==> src/rtl/core/dq_pkg.sv <==
// Package for the double-ended queue: operation and status codes, field widths
// and parameter defaults. It depends on nothing else.
`timescale 1ns / 1ps

package dq_pkg;

    // Field widths fixed by the item format
    localparam int FUNC_W   = 3;
    localparam int STATUS_W = 2;

    // Defaults for the top-level parameters
    localparam int DEPTH_DEF      = 16;
    localparam int DATA_WIDTH_DEF = 32;

    // Operation codes
    localparam logic [FUNC_W-1:0] OP_PUSH_BACK  = 3'd0;
    localparam logic [FUNC_W-1:0] OP_PUSH_FRONT = 3'd1;
    localparam logic [FUNC_W-1:0] OP_POP_BACK   = 3'd2;
    localparam logic [FUNC_W-1:0] OP_POP_FRONT  = 3'd3;
    localparam logic [FUNC_W-1:0] OP_PEEK_FRONT = 3'd4;

    // Status codes
    localparam logic [STATUS_W-1:0] ST_OK        = 2'd0;
    localparam logic [STATUS_W-1:0] ST_UNDERFLOW = 2'd1;
    localparam logic [STATUS_W-1:0] ST_OVERFLOW  = 2'd2;

endpackage

==> src/rtl/core/dq_store.sv <==
// Element store of the double-ended queue: one write port and one read port,
// read data registered. Uses dq_pkg for defaults.
`timescale 1ns / 1ps

module dq_store #(
    parameter int DEPTH      = dq_pkg::DEPTH_DEF,
    parameter int DATA_WIDTH = dq_pkg::DATA_WIDTH_DEF,
    parameter int AW         = $clog2(DEPTH)
) (
    input  logic                  i_clk,
    input  logic                  i_we,
    input  logic [AW-1:0]         i_waddr,
    input  logic [DATA_WIDTH-1:0] i_wdata,
    input  logic [AW-1:0]         i_raddr,
    output logic [DATA_WIDTH-1:0] o_rdata
);
    import dq_pkg::*;

    logic [DATA_WIDTH-1:0] r_mem [DEPTH];
    logic [DATA_WIDTH-1:0] r_rdata;

    // Write the pushed element
    always_ff @(posedge i_clk) begin
        if (i_we) begin
            r_mem[i_waddr] <= i_wdata;
        end
    end

    // Register the read data
    always_ff @(posedge i_clk) begin
        r_rdata <= r_mem[i_raddr];
    end

    assign o_rdata = r_rdata;

endmodule

==> src/rtl/core/dq_ctrl.sv <==
// Control of the double-ended queue: head, tail and count registers, operation
// decode, store addressing and the registered result. Uses dq_pkg.
`timescale 1ns / 1ps

module dq_ctrl #(
    parameter int DEPTH      = dq_pkg::DEPTH_DEF,
    parameter int DATA_WIDTH = dq_pkg::DATA_WIDTH_DEF,
    parameter int AW         = $clog2(DEPTH),
    parameter int CW         = $clog2(DEPTH + 1)
) (
    input  logic                          i_clk,
    input  logic                          i_rst_n,
    input  logic                          i_accept,
    input  logic [dq_pkg::FUNC_W-1:0]     i_func,
    input  logic [DATA_WIDTH-1:0]         i_push_value,
    output logic                          o_we,
    output logic [AW-1:0]                 o_waddr,
    output logic [DATA_WIDTH-1:0]         o_wdata,
    output logic [AW-1:0]                 o_raddr,
    output logic                          o_strobe,
    output logic                          o_take,
    output logic [dq_pkg::STATUS_W-1:0]   o_status,
    output logic [CW-1:0]                 o_occupancy
);
    import dq_pkg::*;

    localparam logic [AW-1:0] LAST = AW'(DEPTH - 1);
    localparam logic [CW-1:0] FULL = CW'(DEPTH);

    logic [AW-1:0]       r_head, n_head;
    logic [AW-1:0]       r_tail, n_tail;
    logic [CW-1:0]       r_count, n_count;
    logic                r_strobe;
    logic                r_take, n_take;
    logic [STATUS_W-1:0] r_status, n_status;

    logic [AW-1:0] head_next, head_prev, tail_next, tail_prev;
    logic          full, empty;

    // Ring neighbors of the pointers
    assign head_next = (r_head == LAST) ? '0 : r_head + 1'b1;
    assign head_prev = (r_head == '0) ? LAST : r_head - 1'b1;
    assign tail_next = (r_tail == LAST) ? '0 : r_tail + 1'b1;
    assign tail_prev = (r_tail == '0) ? LAST : r_tail - 1'b1;
    assign full      = (r_count == FULL);
    assign empty     = (r_count == '0);

    // Decode the operation; on an error or an unused code nothing moves
    always_comb begin
        n_head   = r_head;
        n_tail   = r_tail;
        n_count  = r_count;
        n_take   = 1'b0;
        n_status = ST_OK;
        o_we     = 1'b0;
        o_waddr  = r_tail;
        o_raddr  = r_head;
        case (i_func)
            OP_PUSH_BACK: begin
                if (full) begin
                    n_status = ST_OVERFLOW;
                end else begin
                    o_we    = i_accept;
                    o_waddr = r_tail;
                    n_tail  = tail_next;
                    n_count = r_count + 1'b1;
                end
            end
            OP_PUSH_FRONT: begin
                if (full) begin
                    n_status = ST_OVERFLOW;
                end else begin
                    o_we    = i_accept;
                    o_waddr = head_prev;
                    n_head  = head_prev;
                    n_count = r_count + 1'b1;
                end
            end
            OP_POP_BACK: begin
                o_raddr = tail_prev;
                if (empty) begin
                    n_status = ST_UNDERFLOW;
                end else begin
                    n_tail  = tail_prev;
                    n_count = r_count - 1'b1;
                    n_take  = 1'b1;
                end
            end
            OP_POP_FRONT: begin
                if (empty) begin
                    n_status = ST_UNDERFLOW;
                end else begin
                    n_head  = head_next;
                    n_count = r_count - 1'b1;
                    n_take  = 1'b1;
                end
            end
            OP_PEEK_FRONT: begin
                if (empty) begin
                    n_status = ST_UNDERFLOW;
                end else begin
                    n_take = 1'b1;
                end
            end
            default: begin
                n_status = ST_OK;
            end
        endcase
    end

    assign o_wdata = i_push_value;

    // Advance the queue state on each transfer
    always_ff @(posedge i_clk) begin
        if (!i_rst_n) begin
            r_head   <= '0;
            r_tail   <= '0;
            r_count  <= '0;
            r_strobe <= 1'b0;
        end else begin
            r_strobe <= i_accept;
            if (i_accept) begin
                r_head  <= n_head;
                r_tail  <= n_tail;
                r_count <= n_count;
            end
        end
    end

    // Hold the result fields that go out with the store read
    always_ff @(posedge i_clk) begin
        if (i_accept) begin
            r_take   <= n_take;
            r_status <= n_status;
        end
    end

    assign o_strobe    = r_strobe;
    assign o_take      = r_take;
    assign o_status    = r_status;
    assign o_occupancy = r_count;

endmodule

==> src/rtl/core/double_ended_queue.sv <==
// Top level of the bounded double-ended queue: ties the control to the element
// store. Uses dq_pkg, dq_ctrl and dq_store.
//
//  channel | handshake             | payload
//  --------+-----------------------+----------------------------------------
//  request | start high, busy low  | i_func, i_push_value
//  result  | o_strobe, one cycle   | o_read_value, o_status, o_occupancy
//
// One transfer per cycle; each result appears on the cycle after its request,
// set by the registered read of the element store.
// Pointers and count update at the request edge, so a following operation
// always sees the store and state left by the previous one.
// busy stays low: the store takes a write and a read every cycle.
// Synchronous reset empties the queue; store contents are not cleared.
`timescale 1ns / 1ps

module double_ended_queue #(
    parameter int DEPTH      = dq_pkg::DEPTH_DEF,
    parameter int DATA_WIDTH = dq_pkg::DATA_WIDTH_DEF,
    parameter int AW         = $clog2(DEPTH),
    parameter int CW         = $clog2(DEPTH + 1)
) (
    input  logic                               i_clk,
    input  logic                               i_rst_n,
    input  logic                               start,
    output logic                               busy,
    input  logic [dq_pkg::FUNC_W-1:0]          i_func,
    input  logic signed [DATA_WIDTH-1:0]       i_push_value,
    output logic                               o_strobe,
    output logic signed [DATA_WIDTH-1:0]       o_read_value,
    output logic [dq_pkg::STATUS_W-1:0]        o_status,
    output logic [CW-1:0]                      o_occupancy
);
    import dq_pkg::*;

    logic                  accept;
    logic                  we;
    logic [AW-1:0]         waddr;
    logic [DATA_WIDTH-1:0] wdata;
    logic [AW-1:0]         raddr;
    logic [DATA_WIDTH-1:0] rdata;
    logic                  take;

    assign busy   = 1'b0;
    assign accept = start && !busy;

    dq_ctrl #(
        .DEPTH      (DEPTH),
        .DATA_WIDTH (DATA_WIDTH),
        .AW         (AW),
        .CW         (CW)
    ) u_ctrl (
        .i_clk        (i_clk),
        .i_rst_n      (i_rst_n),
        .i_accept     (accept),
        .i_func       (i_func),
        .i_push_value (i_push_value),
        .o_we         (we),
        .o_waddr      (waddr),
        .o_wdata      (wdata),
        .o_raddr      (raddr),
        .o_strobe     (o_strobe),
        .o_take       (take),
        .o_status     (o_status),
        .o_occupancy  (o_occupancy)
    );

    dq_store #(
        .DEPTH      (DEPTH),
        .DATA_WIDTH (DATA_WIDTH),
        .AW         (AW)
    ) u_store (
        .i_clk   (i_clk),
        .i_we    (we),
        .i_waddr (waddr),
        .i_wdata (wdata),
        .i_raddr (raddr),
        .o_rdata (rdata)
    );

    // Drop the read data unless a pop or peek succeeded
    assign o_read_value = take ? rdata : '0;

    // Every result answers the request of the cycle before
    property p_strobe_follows;
        @(posedge i_clk) disable iff (!i_rst_n)
            $past(i_rst_n) |-> (o_strobe == $past(accept));
    endproperty
    a_strobe_follows: assert property (p_strobe_follows)
        else $error("result strobe does not match request transfer");

    // Underflow only on an empty queue
    a_underflow_empty: assert property (@(posedge i_clk) disable iff (!i_rst_n)
        (o_strobe && o_status == ST_UNDERFLOW) |-> (o_occupancy == '0))
        else $error("underflow reported on a non-empty queue");

    // Overflow only on a full queue
    a_overflow_full: assert property (@(posedge i_clk) disable iff (!i_rst_n)
        (o_strobe && o_status == ST_OVERFLOW) |-> (o_occupancy == CW'(DEPTH)))
        else $error("overflow reported on a queue that is not full");

    // Errors never return data
    a_error_zero: assert property (@(posedge i_clk) disable iff (!i_rst_n)
        (o_strobe && o_status != ST_OK) |-> (o_read_value == '0))
        else $error("error result carries a value");

    // Count never exceeds the store depth
    a_count_bound: assert property (@(posedge i_clk) disable iff (!i_rst_n)
        o_occupancy <= CW'(DEPTH))
        else $error("occupancy beyond depth");

endmodule

==> config.mk <==
export PLATFORM = sky130hd
export DESIGN_NAME = double_ended_queue
export DESIGN_NICKNAME = d
export VERILOG_FILES = /design/src/rtl/core/dq_pkg.sv /design/src/rtl/core/dq_store.sv /design/src/rtl/core/dq_ctrl.sv /design/src/rtl/core/double_ended_queue.sv
export SDC_FILE = /design/constraint.sdc
export NUM_CORES = 1
export LEC_CHECK = 0
export ABC_AREA = 0
export BUFFER_PORTS_ARGS = -buffer_cell sky130_fd_sc_hd__buf_2
export CAP_MARGIN = 20
export CELL_PAD_IN_SITES_DETAIL_PLACEMENT = 0
export CELL_PAD_IN_SITES_GLOBAL_PLACEMENT = 1
export CORE_AREA = 8 8 236 238
export CTS_CLUSTER_DIAMETER = 80
export CTS_CLUSTER_SIZE = 14
export DETAILED_ROUTE_END_ITERATION = 10
export DIE_AREA = 0 0 244 246
export PLACE_DENSITY_LB_ADDON = 0.25
export SLEW_MARGIN = 10
export SYNTH_ARGS = -nofsm -noshare
export SYNTH_HDL_FRONTEND = slang
export SYNTH_SLANG_ARGS = --single-unit
==> constraint.sdc <==
create_clock -name i_clk -period 10.39 [get_ports i_clk]
set_input_delay 0 -clock i_clk [delete_from_list [all_inputs] [get_ports i_clk]]
set_output_delay 0 -clock i_clk [all_outputs]
set_load 0.01 [all_outputs]
==> results_dict.tcl, run 1 <==
set metrics [dict create \
    routed_wl_um 52200 \
    nets 1472 \
    syn-num-nets 1354 \
    syn_to_final_growth_pct 13.4 \
    rsz0062_at_grt "false" \
    yosys.area.top_type_share 0.702 \
    first_pass_iters 4 \
    crit_type "reg -> reg" \
    max_freq_mhz 228 \
    row_count 84 \
    track_usage 0.172 \
    worstSetupStartpointType "flip-flop" \
    cp-end-kind "flip-flop" \
    wl_per_cell_um 24.2 \
    synth.cell_area_mm2 0.0220 \
    cts_root_buf "clkbuf_16" \
    num_vias 11700 \
    drv_cap 0 \
    cts_tree "yes" \
    drt_iter0_drc 1017 \
    min_from "i_rst_n" \
    pin_count 79 \
    synth-async-reset-ratio 0 \
    grt_start_max_net_pins 134 \
    clock-sinks 561 \
    hold_class "in -> reg" \
    yosys_warnings 0 \
    synthCells 1308 \
    crit_required_ps 10860 \
    grt_antenna_before_repair 1 \
    fin_skew_ps 11.9 \
    core_area_mm2 0.0520 \
    final_common_cell "edfxtp_1" \
    dp_slack_ps 6090 \
    holdWs_ps 242 \
    synth-edff-count 515 \
    outcome "finished, final reports clean" \
    fin_cells 2153 \
    post-cts-setup-buffers 0 \
    fin_crit_sh 0.423 \
    die_x_um 244 \
    grt_overflow 0 \
    irDropWorstVdd_v 0.000105 \
    postSynthAreaPerCell_um2 16.9 \
    leakage_nw 9.49 \
    grt_pass1_vias 11700 \
    avgViaCountPerCell 5.42 \
    dieArea_mm2 0.0600 \
    hpwl_um 26400 \
    ant_nets 0 \
    worst_slack_ps 5990 \
    worst_pin_slew_ps 1130 \
    cts_resized 0 \
    place_congestion 0.729 \
    fin_crit_ps 4400 \
    io_buffers 77 \
    dieHeight_um 246 \
    drv_slew 0 \
    start_util 0.424 \
    drive_gt1_frac 0.152 \
    cts_made_buffers 46 \
    fin_util 0.480 \
    hold_viol 0 \
    ys.flop_type "edfxtp_1" \
    timing.rr.start "u_ctrl.r_tail[0]" \
    cts_max_level 2 \
    drc 0 \
    crit_fanout 133 \
    insertion_delay_ps 580 \
    dp_cells 2028 \
    yosys.area.top_type "edfxtp_1" \
    clk_pin_slew_ps 70 \
    cellPowerDensity_mw_per_mm2 180 \
    synth_area_leaders "edfxtp_1, mux2i_1, dfxtp_1" \
    yosysUniqueCellTypes 50 \
    synth_seq_area_share 0.743 \
    clockBufferDepth 3 \
    max_slew_margin 0.248 \
    setup_viol_count_final 0 \
    yosys_register_bits 561 \
    cp_data_arrival_time_ps 4860 \
    grt_pass1_wl_um 77600 \
    critPathLaunch "u_ctrl.r_tail[0]" \
    tns_ps 0 \
    layout_common_cells "edfxtp_1, mux2i_1, nor3_1" \
]
flip-flops by register name (all words and copies together), names as in the netlist:
name	cells
u_ctrl.o_take	1
u_ctrl.r_tail	4
u_ctrl.o_strobe	1
u_store.o_rdata	32
u_ctrl.o_occupancy	5
u_store.r_mem	512
u_ctrl.r_head	4
u_ctrl.o_status	2
kinds of logic after synthesis:
family / synth area share
fa+ha+maj: 0.00488
simple gates: 0.0573
xor+xnor: 0.00437
flops: 0.743
compound gates: 0.0467
mux: 0.123
other cells: 0.000170
buf+inv: 0.0198
what timing repair did:
| action | CTS | global route |
|---|---|---|
| endpoints found under the setup margin | 0 | 0 |
| endpoints found under the hold margin | 532 | 0 |
| hold buffers | 38 | 0 |
layout make-up:
type,instances,area (um2)
Clock inverter,5,48.8
Clock buffer,81,1280
Sequential cell,561,16400
Fill cell,4448,27000
Timing Repair Buffer,145,1000
Inverter,8,30.0
Multi-Input combinational cell,664,5380
Tap cell,688,861
Antenna cell,1,2.50
cells in the mapped netlist (7+ instances only):
cell and instances:
inv_1 7, edfxtp_1 515, ha_1 7, buf_4 10, or3_1 33, a2111o_1 32, clkbuf_1 23, nand2_1 30
a21oi_1 16, buf_2 34, xnor2_1 7, o22ai_1 64, and2_1 34, nor2_1 29, nor3_1 97, dfxtp_1 46
mux2i_1 230, o21ai_0 7, mux2_2 36
path summary, 6_finish.rpt:
kind / slack (ps) / depth (start not counted) / endpoint
max: 5990 / 9 / u_store.o_rdata[28]
min: 240 / 3 / u_ctrl.r_head[3]
max reg2reg: 5990 / 9 / u_store.o_rdata[28]
min reg2reg: 510 / 2 / u_ctrl.o_occupancy[3]
critical path: stages (launching register included):
cell	delay (ps)
dfxtp_1	510
inv_1	130
ha_1	260
nor3b_1	190
o22ai_4	170
buf_12	570
buf_4	950
mux2_2	420
a2111o_1	400
or3_1	300
power breakdown:
group	internal, mW	leakage (nW)	switching, mW
clock network	0.841	0.633	0.776
registers	2.50	5.02	0.0229
logic	0.142	3.83	0.223
total	3.49	9.49	1.02
per-stage QoR:
stage	area (um2)	power, mW
floorplan	22000	2.79
global route	25000	4.68
global placement	23300	2.93
finish	25000	4.51
CTS	25000	4.56
detailed placement	23300	2.94
routing by layer:
| layer | up-vias | global-route usage | share of wire |
|---|---|---|---|
| met5 | - | 0 | 0 |
| met4 | 0 | 0.0359 | 0.014 |
| met3 | 56 | 0.0271 | 0.042 |
| met2 | 250 | 0.291 | 0.49 |
| met1 | 5987 | 0.233 | 0.45 |
| li1 | 5385 | - | - |
(Power assumes the default switching activity.)
==> inputs of run 2 (changes only) <==
--- a/config.mk
+++ b/config.mk
@@ -5,16 +5,16 @@
 export SDC_FILE = /design/constraint.sdc
 export NUM_CORES = 1
 export LEC_CHECK = 0
-export ABC_AREA = 0
+export ABC_AREA = 1
 export BUFFER_PORTS_ARGS = -buffer_cell sky130_fd_sc_hd__buf_2
 export CAP_MARGIN = 20
 export CELL_PAD_IN_SITES_DETAIL_PLACEMENT = 0
 export CELL_PAD_IN_SITES_GLOBAL_PLACEMENT = 1
-export CORE_AREA = 8 8 236 238
+export CORE_AREA = 8 8 249 251
 export CTS_CLUSTER_DIAMETER = 80
 export CTS_CLUSTER_SIZE = 14
 export DETAILED_ROUTE_END_ITERATION = 10
-export DIE_AREA = 0 0 244 246
+export DIE_AREA = 0 0 257 259
 export PLACE_DENSITY_LB_ADDON = 0.25
 export SLEW_MARGIN = 10
 export SYNTH_ARGS = -nofsm -noshare
==> constraint.sdc (replaced) <==
create_clock -name i_clk -period 4.2 [get_ports i_clk]
set_input_delay 0 -clock i_clk [delete_from_list [all_inputs] [get_ports i_clk]]
set_output_delay 0 -clock i_clk [all_outputs]
set_load 0.01 [all_outputs]
==> results_dict.tcl, run 2 <==
set metrics [dict create \
    max_freq_mhz 310 \
    synth.cell_area_mm2 0.0247 \
    row_count 89 \
    num_vias 16900 \
    cp-end-kind "flip-flop" \
    fin_crit_ps 3230 \
    postSynthAreaPerCell_um2 10.3 \
    clock-sinks 561 \
    clk_pin_slew_ps 60 \
    core_area_mm2 0.0582 \
    hold_viol 0 \
    routed_wl_um 67000 \
    synth-async-reset-ratio 0 \
    io_buffers 77 \
    drv_slew 0 \
    final_area_mm2 0.0277 \
    clockBufferDepth 3 \
    max_slew_margin 0.373 \
    worst_pin_slew_ps 939 \
    yosys.area.top_type "edfxtp_1" \
    cts_tree "yes" \
    final_common_cell "nand3_1" \
    fin_cells 3270 \
    hpwl_um 36800 \
    first_pass_iters 5 \
    drt_iter0_drc 1403 \
    grt_antenna_before_repair 1 \
    outcome "finished, final reports clean" \
    crit_required_ps 4440 \
    pin_count 79 \
    cts_max_level 2 \
    setup_viol_count_final 0 \
    crit_fanout 18 \
    cellPowerDensity_mw_per_mm2 419 \
    tns_ps 0 \
    place_congestion 0.779 \
    ant_nets 0 \
    synth-edff-count 515 \
    die_x_um 257 \
    drv_cap 0 \
    grt_start_max_net_pins 129 \
    layout_common_cells "nand3_1, edfxtp_1, inv_1" \
    wl_per_cell_um 20.5 \
    irDropWorstVdd_v 0.000287 \
    yosys_warnings 0 \
    syn-num-nets 2438 \
    hold_class "in -> reg" \
    synth_seq_area_share 0.663 \
    nets 2505 \
    cts_made_buffers 46 \
    syn_to_final_growth_pct 12.3 \
    yosys.area.top_type_share 0.626 \
    fin_skew_ps 25.0 \
    nFillCells 5332 \
    dieArea_mm2 0.0666 \
    yosys_register_bits 561 \
    drive_gt1_frac 0.0793 \
    rsz0062_at_grt "false" \
    num_antenna_cells 0 \
    grtUsageMet2 0.322 \
    largest_reg_flops 512 \
    synth.most_common_cell "nand3_1" \
    drc 0 \
    dieHeight_um 259 \
    dp_cells 3146 \
    globalRouteMet1Util 0.274 \
    yosysUniqueCellTypes 32 \
    gr-max-usage-layer "met2" \
    fin_crit_sh 0.768 \
    worstSetupStartpointType "flip-flop" \
    synth_area_leaders "edfxtp_1, nand3_1, inv_1" \
    dpl_cell_area_mm2 0.0260 \
    leakage_nw 11.7 \
    grt_pass1_wl_um 102000 \
    regMostFlops "u_store.r_mem" \
    track_usage 0.197 \
    post-cts-setup-buffers 0 \
    crit_type "reg -> reg" \
    cp_data_arrival_time_ps 3470 \
    grt_overflow 0 \
    grtUsageMet3 0.0286 \
    ys.flop_type "edfxtp_1" \
    insertion_delay_ps 600 \
    grt_pass1_vias 16200 \
    synth_top_cells_by_count "nand3_1, edfxtp_1, inv_1" \
    avgViaCountPerCell 5.17 \
    cts_root_buf "clkbuf_16" \
    start_util 0.424 \
    synthCells 2392 \
]
## run 2: cell count changes in the layout (fill, tap and decap cells not counted), moves of 33 or more
cell and change:
nand3_1 +625, inv_1 +501, nand2_1 +359, mux2i_1 -230
nor3_1 -96, nand3b_1 +64, o22ai_1 -64, mux2_2 -36
and2_1 -34, or3_1 -33
## run 2: final timing paths
kind | slack, ps | cells after the start | from | end
setup / recovery | 970 | 7 | u_ctrl.o_occupancy[0] | u_store.r_mem[8][6]
hold / removal | 250 | 2 | start | u_ctrl.o_status[0]
setup reg to reg | 970 | 7 | u_ctrl.o_occupancy[0] | u_store.r_mem[8][6]
hold reg to reg | 490 | 2 | u_ctrl.o_occupancy[2] | u_ctrl.o_occupancy[2]
## run 2: area by class of cell
class	count	area, um2	area share
sequential	561	16400	0.591
multi-input combinational	1186	5910	0.213
inverter	512	1920	0.0694
clock buffer	82	1310	0.0471
tap	773	967	0.0349
clock inverter	4	48.8	0.00176
timing repair buffer	152	1190	0.0430
## run 2: power by group
part	leakage (nW)	internal [mW]	switching, mW
clock	0.639	2.12	2.00
sequential	5.02	6.20	0.0755
combinational	6.06	0.354	0.859
total	11.7	8.67	2.94
## run 2: cell families after synthesis
group           after synthesis  share of synthesized area
xor+xnor                      7                    0.00248
buf+inv                     645                      0.105
other cells                   1                   0.000152
fa+ha+maj                     8                    0.00436
simple gates               1126                      0.215
compound gates               44                    0.00947
flops                       561                      0.663
## run 2: worst max-delay path, stage by stage (launching register included)
cell and delay (ps):
dfxtp_1 390, inv_1 90, nand3_1 130, nor2_1 100, nor4_1 620, nand3_1 520, nor2_4 620, buf_4 430
## run 2: stage by stage
stage | total power [mW] | setup WS [ps] | hold slack [ps] | util
2_1_floorplan | 7.08 | 1040 | 93.5 | -
3_3_place_gp | 7.59 | 985 | 279 | 0.446
3_5_place_dp | 7.59 | 908 | 285 | 0.446
4_1_cts | 11.7 | 894 | 206 | 0.476
5_1_grt | 12.0 | 752 | 254 | 0.476
6_report | 11.6 | 973 | 248 | 0.476
## run 2: what timing repair did
action                                 4_1_cts  5_1_grt
hold buffers                                38        0
endpoints found under the hold margin      532        0
gates resized for setup                      0        0
setup endpoints to repair                    0        0
## run 2: metal layers
| metal | vias up | part of all wire |
|---|---|---|
| met2 | 481 | 0.47 |
| met1 | 8317 | 0.45 |
| met3 | 99 | 0.056 |
| met5 | - | 0.00019 |
| met4 | 2 | 0.025 |
| li1 | 8005 | - |
==> inputs of run 3 (changes only) <==
--- a/config.mk
+++ b/config.mk
@@ -5,16 +5,16 @@
 export SDC_FILE = /design/constraint.sdc
 export NUM_CORES = 1
 export LEC_CHECK = 0
-export ABC_AREA = 1
+export ABC_AREA = 0
 export BUFFER_PORTS_ARGS = -buffer_cell sky130_fd_sc_hd__buf_2
 export CAP_MARGIN = 20
 export CELL_PAD_IN_SITES_DETAIL_PLACEMENT = 0
 export CELL_PAD_IN_SITES_GLOBAL_PLACEMENT = 1
-export CORE_AREA = 8 8 249 251
+export CORE_AREA = 8 8 236 238
 export CTS_CLUSTER_DIAMETER = 80
 export CTS_CLUSTER_SIZE = 14
 export DETAILED_ROUTE_END_ITERATION = 10
-export DIE_AREA = 0 0 257 259
+export DIE_AREA = 0 0 244 246
 export PLACE_DENSITY_LB_ADDON = 0.25
 export SLEW_MARGIN = 10
 export SYNTH_ARGS = -nofsm -noshare
==> constraint.sdc (replaced) <==
create_clock -name i_clk -period 3.4 [get_ports i_clk]
set_input_delay 0 -clock i_clk [delete_from_list [all_inputs] [get_ports i_clk]]
set_output_delay 0 -clock i_clk [all_outputs]
set_load 0.01 [all_outputs]
==> results_dict.tcl, run 3 (synthesis results as in run 1) <==
set metrics [dict create \
    crit_required_ps 3860 \
    p_int_mw 10.7 \
    cp-end-kind "flip-flop" \
    cp_slowest_cell "dfxtp_1" \
    clk_pin_slew_ps 60 \
    cts_tree "yes" \
    max_freq_mhz 327 \
    ant_nets 0 \
    nFillCells 4373 \
    syn_to_final_growth_pct 15.4 \
    worst_pin_slew_ps 733 \
    dieHeight_um 246 \
    avgViaCountPerCell 5.40 \
    tns_ps 0 \
    insertion_delay_ps 580 \
    grt_start_max_net_pins 36 \
    reg2regPathDepth 9 \
    crit_fanout 35 \
    cp_data_arrival_time_ps 3520 \
    r2r_end "u_store.o_rdata[27]" \
    hold_depth 3 \
    p_sw_frac 0.224 \
    irDropWorstVdd_v 0.000332 \
    routed_wl_um 51700 \
    cp_cell_sequence "inv_1 > ha_1 > nor3b_1 > o22ai_4 > buf_12 > buf_12 > mux2_2 > a2111o_1 > or3_1" \
    regMostFlops "u_store.r_mem" \
    fin_crit_ps 3060 \
    grt_overflow 0 \
    cts_resized 0 \
    holdBufCountCts 38 \
    cts_max_level 2 \
    timing.rr.start "u_ctrl.r_tail[0]" \
    whs_endpoint "u_ctrl.r_head[3]" \
    pin_count 79 \
    seqPwrFrac 0.562 \
    dpl_cell_area_mm2 0.0237 \
    dieArea_mm2 0.0600 \
    rsz0062_at_grt "false" \
    hold_class "in -> reg" \
    max_slew_margin 0.497 \
    clock-sinks 561 \
    r2r_slack_ps 340 \
    path_common_cell "buf_12" \
    p_clk_frac 0.353 \
    track_usage 0.170 \
    fin_crit_sh 0.900 \
    layout_common_cells "edfxtp_1, mux2i_1, nor3_1" \
    drt_iter0_drc 891 \
    drv_cap 0 \
    nets 1497 \
    grt_pass1_vias 11700 \
    outcome "finished, final reports clean" \
    post-cts-setup-buffers 0 \
    setup_viol_count_final 0 \
    dp_slack_ps 358 \
    cts_root_buf "clkbuf_16" \
    multi_input_area_mm2 0.00538 \
    start_util 0.424 \
    switchingPower_mw 3.08 \
    io_buffers 77 \
    clockBufferDepth 3 \
    leakage_nw 9.70 \
    drive_gt1_frac 0.169 \
    max_stage_delay_ps 500 \
    grt_pass1_wl_um 76600 \
    p_comb_frac 0.085 \
    p_total_mw 13.8 \
    final_area_mm2 0.0254 \
    cts_made_buffers 46 \
    first_pass_iters 5 \
    crit_type "reg -> reg" \
    drv_slew 0 \
    place_congestion 0.734 \
    wl_per_cell_um 23.8 \
    final_common_cell "edfxtp_1" \
    grt_antenna_before_repair 1 \
    row_count 84 \
    num_vias 11700 \
    hpwl_um 28300 \
    core_area_mm2 0.0520 \
    largest_reg_flops 512 \
    hold_viol 0 \
    cellPowerDensity_mw_per_mm2 541 \
    seq_area_mm2 0.0164 \
    drc 0 \
    holdWs_ps 240 \
    min_from "i_rst_n" \
    worstSetupStartpointType "flip-flop" \
    die_x_um 244 \
    worst_slack_ps 340 \
    fin_skew_ps 16.3 \
]
-- run 3: changes by cell type in the layout (fill, tap and decap cells not counted), sizes merged, moves of 20 or more --
cell | before | now
nand3 | 627 | 5
inv | 513 | 10
nand2 | 396 | 30
mux2i | 0 | 230
nor3 | 1 | 98
o22ai | 0 | 65
nand3b | 64 | 0
mux2 | 0 | 37
and2 | 0 | 34
or3 | 0 | 33
a2111o | 0 | 32
o21ai | 27 | 7
-- run 3: power groups by stage --
stage               logic [mW]  clock network, mW  registers (mW)
floorplan                0.700                  0            7.83
finish                    1.17               4.86            7.72
CTS                       1.19               5.00            7.73
detailed placement        1.15                  0            7.88
global route              1.26               5.22            7.73
global placement          1.14                  0            7.88
-- run 3: worst max-delay path by stage --
stage                     startpoint             endpoint  slack [ps]  cells past startpoint
2_1_floorplan  u_ctrl.o_occupancy[0]  u_store.r_mem[8][0]        -100                      6
3_3_place_gp        u_ctrl.r_tail[0]  u_store.o_rdata[23]         410                      9
3_5_place_dp        u_ctrl.r_tail[0]  u_store.o_rdata[27]         360                      9
4_1_cts             u_ctrl.r_tail[0]  u_store.o_rdata[27]         320                      9
5_1_grt             u_ctrl.r_tail[0]  u_store.o_rdata[30]         160                      8
6_report            u_ctrl.r_tail[0]  u_store.o_rdata[27]         340                      9
-- run 3: layout make-up --
cell class / instances / area share
Inverter: 8 / 0.00118
Sequential cell: 561 / 0.644
Clock inverter: 4 / 0.00197
Timing Repair Buffer: 170 / 0.0576
Multi-Input combinational cell: 664 / 0.212
Clock buffer: 76 / 0.0497
Tap cell: 688 / 0.0338
Antenna cell: 1 / 0.0000984
-- run 3: metal layers --
layer,GRT usage,vias to the layer above,part of all wire
met2,0.286,272,0.49
li1,-,5444,-
met1,0.229,5938,0.45
met3,0.0256,73,0.045
met5,0,-,0
met4,0.0452,0,0.020
-- run 3: worst max-delay path, delay by kind of cell, from the launching register on --
| family | cells | cell delay, ps |
|---|---|---|
| and+or+nand+nor | 2 | 490 |
| muxes | 1 | 360 |
| AOI/OAI and AO/OA | 2 | 580 |
| DFF | 1 | 500 |
| buffers and inverters | 3 | 690 |
| adders and majority gates | 1 | 270 |
-- run 3: stage by stage --
stage / cells / util
after floorplan: 1308 / -
after global placement: 2053 / 0.456
after detailed placement: 2053 / 0.456
after CTS: 2171 / 0.489
after global routing: 2171 / 0.489
final: 2172 / 0.489
